==> config.mk <==
export PLATFORM = sky130hd
export DESIGN_NAME = spq_cell
export DESIGN_NICKNAME = d
export VERILOG_FILES = /design/src/rtl/spq_pkg.sv /design/src/rtl/spq_cell.sv
export SDC_FILE = /design/constraint.sdc
export NUM_CORES = 1
export LEC_CHECK = 0
export CAP_MARGIN = 20
export CORE_MARGIN = 8
export CORE_UTILIZATION = 60
export CTS_CLUSTER_DIAMETER = 80
export CTS_CLUSTER_SIZE = 30
export DETAILED_ROUTE_END_ITERATION = 10
export DONT_BUFFER_PORTS = 1
export PLACE_DENSITY = 0.77
export REMOVE_ABC_BUFFERS = 1
export SETUP_SLACK_MARGIN = 0.3
export SLEW_MARGIN = 10
export SYNTH_ARGS = -nofsm -noshare
export SYNTH_HDL_FRONTEND = slang
export SYNTH_SLANG_ARGS = --single-unit
==> constraint.sdc <==
create_clock -name clk -period 3.1 [get_ports clk]
set_clock_uncertainty 0.15 [all_clocks]
set_input_delay 0 -clock clk [delete_from_list [all_inputs] [get_ports clk]]
set_output_delay 0 -clock clk [all_outputs]
set_load 0.05 [all_outputs]
==> src/rtl/spq_pkg.sv <==
`timescale 1ns / 1ps

package spq_pkg;

    // Default sizes
    localparam int unsigned CAPACITY_DEF      = 128;
    localparam int unsigned PRIORITY_BITS_DEF = 8;
    localparam int unsigned PAYLOAD_BITS_DEF  = 32;

    // Request codes
    localparam logic MODE_INSERT = 1'b0;
    localparam logic MODE_REMOVE = 1'b1;

    // Result status codes
    typedef enum logic [1:0] {
        ST_INSERTED = 2'd0,
        ST_FULL     = 2'd1,
        ST_SERVED   = 2'd2,
        ST_EMPTY    = 2'd3
    } status_t;

    // Per-cycle command broadcast to every cell
    typedef struct packed {
        logic shift_in;   // insert a new entry at its sorted place
        logic shift_out;  // drop the head, move all entries one place up
    } cell_ctrl_t;

endpackage

==> src/rtl/spq_cell.sv <==
`timescale 1ns / 1ps

module spq_cell
    import spq_pkg::*;
#(
    parameter int unsigned PRIORITY_BITS = PRIORITY_BITS_DEF,
    parameter int unsigned PAYLOAD_BITS  = PAYLOAD_BITS_DEF
)
(
    input  logic                     clk,
    input  cell_ctrl_t               ctrl,
    input  logic                     occupied,
    input  logic [PRIORITY_BITS-1:0] new_priority,
    input  logic [PAYLOAD_BITS-1:0]  new_payload,
    input  logic                     left_take,
    input  logic [PRIORITY_BITS-1:0] left_priority,
    input  logic [PAYLOAD_BITS-1:0]  left_payload,
    input  logic [PRIORITY_BITS-1:0] right_priority,
    input  logic [PAYLOAD_BITS-1:0]  right_payload,
    output logic                     take,
    output logic [PRIORITY_BITS-1:0] cell_priority,
    output logic [PAYLOAD_BITS-1:0]  cell_payload
);

    logic [PRIORITY_BITS-1:0] pri_reg;
    logic [PRIORITY_BITS-1:0] pri_next;
    logic [PAYLOAD_BITS-1:0]  pay_reg;
    logic [PAYLOAD_BITS-1:0]  pay_next;

    // Yield this slot when it is empty or holds a strictly lower priority
    assign take = !occupied || (pri_reg < new_priority);

    // Pick the next content: hold, take from the left, take the new entry, or advance
    always_comb
    begin
        pri_next = pri_reg;
        pay_next = pay_reg;
        if (ctrl.shift_in && take)
        begin
            if (left_take)
            begin
                pri_next = left_priority;
                pay_next = left_payload;
            end
            else
            begin
                pri_next = new_priority;
                pay_next = new_payload;
            end
        end
        else if (ctrl.shift_out)
        begin
            pri_next = right_priority;
            pay_next = right_payload;
        end
    end

    always_ff @(posedge clk)
    begin
        pri_reg <= pri_next;
        pay_reg <= pay_next;
    end

    assign cell_priority = pri_reg;
    assign cell_payload  = pay_reg;

endmodule

==> results of run 1 <==
==> metrics by stage <==
step | instances | utilization | cell area (um^2)
3_5_place_dp | 218 | 0.652 | 2650
2_1_floorplan | 156 | - | 2470
3_3_place_gp | 218 | 0.652 | 2650
==> logic make-up after synthesis <==
logic type                 after synthesis
muxes                                   73
DFF                                     40
buffers and inverters                   17
AOI/OAI and AO/OA                       16
and+or+nand+nor                         12
adders and majority gates                7
==> summary.txt, run 1 <==
Clock network
  • # hold bufs at CTS: between 100 and 150
  • Clock sink count: 40
  • CTS buffer count: 5
  • Setup bufs post-CTS: 0
  • CTS Root Cell: clkbuf_8
  • Buffer depth of the longest clock path: 2
  • H-Tree Depth: 2
  • Post-CTS Resized: 0

Logic synthesis
  • FFs w/ async S/R, synth: 0
  • Predominant post-synthesis flop cell: edfxtp_1
  • Mux share of post-synthesis cell area: 0.377
  • Post-Synth Simple-Gate Area: 0.0205
  • Yosys top cell by area: edfxtp_1
  • Leading cell types by total area after synthesis: edfxtp_1 47%, mux2_4 23%, mux2_2 15%
  • Post-Syn Area: about 2600 um^2
  • Top post-synthesis cells by count: 40 x edfxtp_1, 39 x mux2_4, 34 x mux2_2
  • Area share of fa/ha/maj cells after synthesis: 0.0341
  • Avg Inst Size Synth: 15.6 um^2
  • Post-Syn Instances: approximately 170
  • Largest family of logic cells by synthesized area: multiplexers
  • Synth Area in XOR/XNOR: 0
  • YS warnings: 0
  • Compound-gate portion of the synthesized area: 0.0497
  • Seq/Total Area, Yosys: 0.468
  • Top cell type's share of synthesized area: 0.468
  • EDFF count, synth: 40
  • Synth Register Bits: 40
  • Count leader, synth: edfxtp_1
  • Synth cell types: 22

Floorplanning
  • I/O Pins: between 150 and 200
  • Height of the die: 81.4 um
  • Row count: 23
  • Die Wd: between 80 and 90 um
  • Initial cell density of the core: 0.633

Placed design
  • Dpl ws: between 0.5 and 0.6 ns
  • Placer Congestion: just under 0.9
  • Dpl hpwl: between 5000 and 6000 um
  • Buffers on Ports: 0

Outcome
  • Last stage: 4_1_cts
  • Tool error: [ERROR RSZ-0060] Max buffer count reached.
  • Status: aborted with a tool error
==> run 2, diff against run 1 <==
CORE_UTILIZATION = 40   (was 60)
CTS_CLUSTER_DIAMETER = not set   (was 80)
CTS_CLUSTER_SIZE = not set   (was 30)
PLACE_DENSITY = not set   (was 0.77)
PLACE_DENSITY_LB_ADDON = 0.15   (was not set)
SETUP_SLACK_MARGIN = not set   (was 0.3)
==> run 2 against run 1 <==
Compared with the run above:
- the run now ends clean
- synthesized area is the same
- synthesized cell count is the same
==> summary.txt, run 2 <==
Outcome
  • Status: finished clean

Power and ir drop
  • Switching pwr: ~0.92 mW
  • Reg power frac: 0.494
  • Combinational fraction of design power: 0.374
  • Static Leak: 1.53 nW
  • Sw Share: 0.389
  • Maximum vdd drop: approximately 300 uV
  • Cell-internal power: roughly 1.4 mW
  • Part of the power in the clock network: 0.132
  • Power Density: 642 nW/um^2

Finish
  • Fill cells: 511
  • Most common cell after layout, fill and taps aside: dlygate4sd3_1
  • Total area of sequential cells: approximately 1200 um^2
  • Layout cell share with drive strength beyond 1: 0.398
  • Final Instance Area: 3690 um^2
  • Area growth, synth to finish: 43.7%
  • Max reg flops: 32
  • Area of the multi-input gates: 1250 um^2
  • Most frequent cells in the layout: 80 x dlygate4sd3_1, 40 x mux2_4, 40 x edfxtp_1
  • Nets@finish: between 300 and 400
  • Post-Layout Cell Count: between 300 and 400

Clock network
  • CTS Root Cell: clkbuf_8
  • H-Tree Depth: 2
  • CTS buffer count: 5
  • Reg clk slew, reported paths: around 0.070 ns
  • Clk_lat worst skew: approximately 0.28 ns
  • CTS tree: built
  • Buffer depth of the longest clock path: 2
  • Clock sink count: 40

Timing
  • FMAX: 0.327 GHz
  • Final period util: 0.987
  • Worst slew margin: 0.639
  • Max Transition Viols Final: 0
  • Final Hold Viols: 0
  • Worst-Margin Slew: about 0.54 ns
  • RSZ-0062 raised after global routing: yes
  • Worst hold margin: ~0.078 ns
  • Final Setup Violations: 0
  • Total Negative Setup Slacks: 0 ns
  • Fin crit period: slightly above 3 ns

Worst setup path
  • CP Capture Type: register
  • Critical Path AT: between 2 and 3 ns
  • Worst EP required: 2.98 ns
  • Worst-path maximum fanout: 7
  • R2r setup slk: around 0.04 ns
  • Crit start category: register
  • Setup CP Type: register to register

Logic synthesis
  • Top cell type's share of synthesized area: 0.468
  • Post-Syn Area: around 2600 um^2
  • Post-Syn Instances: 165
  • Leading cell types by total area after synthesis: edfxtp_1 47%, mux2_4 23%, mux2_2 15%
  • YS warnings: 0
  • Synth cell types: 22
  • Synth Register Bits: 40
  • Top post-synthesis cells by count: 40 x edfxtp_1, 39 x mux2_4, 34 x mux2_2
  • FFs w/ async S/R, synth: 0
  • Avg Inst Size Synth: around 16 um^2
  • Seq/Total Area, Yosys: 0.468
  • Predominant post-synthesis flop cell: edfxtp_1
  • EDFF count, synth: 40
  • Count leader, synth: edfxtp_1
  • Yosys top cell by area: edfxtp_1

Floorplanning
  • I/O Pins: roughly 170
  • Height of the die: between 90 and 100 um
  • Core area: between 6000 and 7000 um^2
  • Row count: 29
  • Die ar.: between 9000 and 10000 um^2
  • Initial cell density of the core: 0.409
  • Die Wd: ~96 um

Detailed routing
  • Detailed Route WL: 7390 um
  • Final antenna-violating net count: 0
  • Starting DRT DRC Count: between 90 and 100
  • Vias per cell: 5.23
  • DRT Pass-1 Iters: 4
  • WL per Instance: ~22 um
  • Routed vias: 1762
  • DRC Markers: 0

GRT
  • Initial antenna violation count: 2
  • Gr busiest metal: met2
  • All-layer global routing usage: 0.148
  • Met3 Use GR: 0.0663
  • Met2 usage in global routing: 0.254
  • Global route overflow: 0
  • First-pass GRT wire length: 10400 um
  • Vias in the first global route: roughly 2000
  • Largest net degree at the start of global routing: 48
  • GRT met1 Usage: 0.157

Placed design
  • Inst Count DP: 246
  • Placed standard-cell area: ~2700 um^2
  • Buffers on Ports: 0
  • Placer Congestion: around 0.83
  • Dpl hpwl: between 5000 and 6000 um

Min path
  • Hold Crit Class: primary input to register

Flow run
  • Total of max-cap violations: 0
## run 2: cell counts after synthesis
Identical to the previous run, type by type.
## run 2: critical path: stages (launching register included)
cell and delay (ns):
edfxtp_1 0.43, ha_4 0.24, a211o_1 0.27, a21oi_2 0.24
a21boi_2 0.11, o21ai_4 0.18, buf_12 0.16, buf_12 0.14
mux2_4 0.30, dlygate4sd3_1 0.58
## run 2: logic make-up (layout without fill, tap and decap cells)
kind of cell / after synthesis / in the layout / share of synthesized area
mux: 73 / 73 / 0.377
flops: 40 / 40 / 0.468
buf+inv: 17 / 111 / 0.0507
compound gates: 16 / 16 / 0.0497
simple gates: 12 / 12 / 0.0205
fa+ha+maj: 7 / 7 / 0.0341
other cells: 0 / 1 / 0
## run 2: worst paths after layout
kind / from / endpoint / cells past startpoint
hold / removal: ctrl[0] / cell_payload[27]$_DFFE_PP_ / 2
hold reg to reg: cell_priority[7]$_DFFE_PP_ / cell_payload[27]$_DFFE_PP_ / 7
setup / recovery: cell_priority[5]$_DFFE_PP_ / cell_priority[1]$_DFFE_PP_ / 9
setup reg to reg: cell_priority[5]$_DFFE_PP_ / cell_priority[1]$_DFFE_PP_ / 9
## run 2: timing repair
| item | CTS | global route |
|---|---|---|
| endpoints found under the setup margin | 0 | 40 |
| gates resized for setup | 0 | 11 |
| setup buffers | 0 | 2 |
| hold buffers | 80 | 0 |
| hold endpoints to repair | 40 | 0 |
## run 2: per-stage QoR
step | utilization | power, mW | setup slack, ns
after CTS | 0.562 | 2.27 | 0.0388
after global placement | 0.424 | 1.75 | 0.672
after detailed placement | 0.424 | 1.77 | 0.591
after floorplan | - | 1.63 | -0.743
final | 0.588 | 2.37 | 0.0398
after global routing | 0.588 | 2.47 | -0.0551
## run 2: routing by layer
metal | up-vias | routed length (um)
li1 | 813 | -
met1 | 839 | 2670
met2 | 96 | 3840
met3 | 12 | 757
met4 | 2 | 110
met5 | - | 13
## run 2: layout make-up
| class | instances | share of cell area |
|---|---|---|
| flip-flops and latches | 40 | 0.326 |
| repair buffers | 98 | 0.281 |
| multi-input cells | 108 | 0.339 |
| clock buffers | 5 | 0.0187 |
| inverters | 8 | 0.00814 |
| well taps | 77 | 0.0261 |
| diodes | 1 | 0.000678 |
## run 2: power groups by stage
stage	clock network (mW)	registers [mW]	logic, mW
after floorplan	0	1.24	0.397
after global placement	0	1.18	0.571
after detailed placement	0	1.18	0.592
after CTS	0.331	1.17	0.772
after global routing	0.342	1.18	0.943
final	0.313	1.17	0.886
(Power assumes the default switching activity.)
==> run 3, diff against run 2 <==
CORE_ASPECT_RATIO = 0.8   (was not set)
==> run 3 against run 2 <==
Compared with the run above:
- the flow now stops in 4_1_cts
- synthesized area unchanged
- synthesized cell count unchanged
==> summary.txt, run 3 <==
Outcome
  • Status: aborted with a tool error
  • Last stage: 4_1_cts
  • Tool error: [ERROR RSZ-0060] Max buffer count reached.

Logic synthesis
  • Count leader, synth: edfxtp_1
  • Leading cell types by total area after synthesis: edfxtp_1 47%, mux2_4 23%, mux2_2 15%
  • EDFF count, synth: 40
  • Top cell type's share of synthesized area: 0.468
  • Post-Syn Instances: ~170
  • Yosys top cell by area: edfxtp_1
  • Top post-synthesis cells by count: 40 x edfxtp_1, 39 x mux2_4, 34 x mux2_2
  • YS warnings: 0
  • Seq/Total Area, Yosys: 0.468
  • Synth cell types: 22
  • Synth Register Bits: 40
  • Post-Syn Area: between 2000 and 3000 um^2
  • Avg Inst Size Synth: 15.6 um^2
  • Predominant post-synthesis flop cell: edfxtp_1
  • FFs w/ async S/R, synth: 0

Floorplanning
  • Row count: 26
  • Die Wd: around 110 um
  • I/O Pins: 166
  • Initial cell density of the core: 0.407
  • Height of the die: approximately 88 um

Clock network
  • CTS Root Cell: clkbuf_8
  • H-Tree Depth: 2
  • Setup bufs post-CTS: 0
  • CTS buffer count: 5
  • Clock sink count: 40
  • Post-CTS Resized: 0
  • # hold bufs at CTS: between 100 and 150
  • Buffer depth of the longest clock path: 2

Placed design
  • Dpl hpwl: ~5000 um
  • Placer Congestion: between 0.7 and 0.8
  • Buffers on Ports: 0
run 3: cells by family after synthesis:
family                   share of synthesized area
AO/OA/AOI/OAI                               0.0497
adder cells (fa/ha/maj)                     0.0341
buffers and inverters                       0.0507
AND/OR/NAND/NOR                             0.0205
flip-flops                                   0.468
multiplexers                                 0.377
run 3: through the flow:
| step | area, um^2 | util | cells | worst slack (ns) |
|---|---|---|---|---|
| floorplan | 2470 | - | 156 | -0.743 |
| global placement | 2670 | 0.423 | 251 | 0.583 |
| detailed placement | 2670 | 0.423 | 251 | 0.506 |
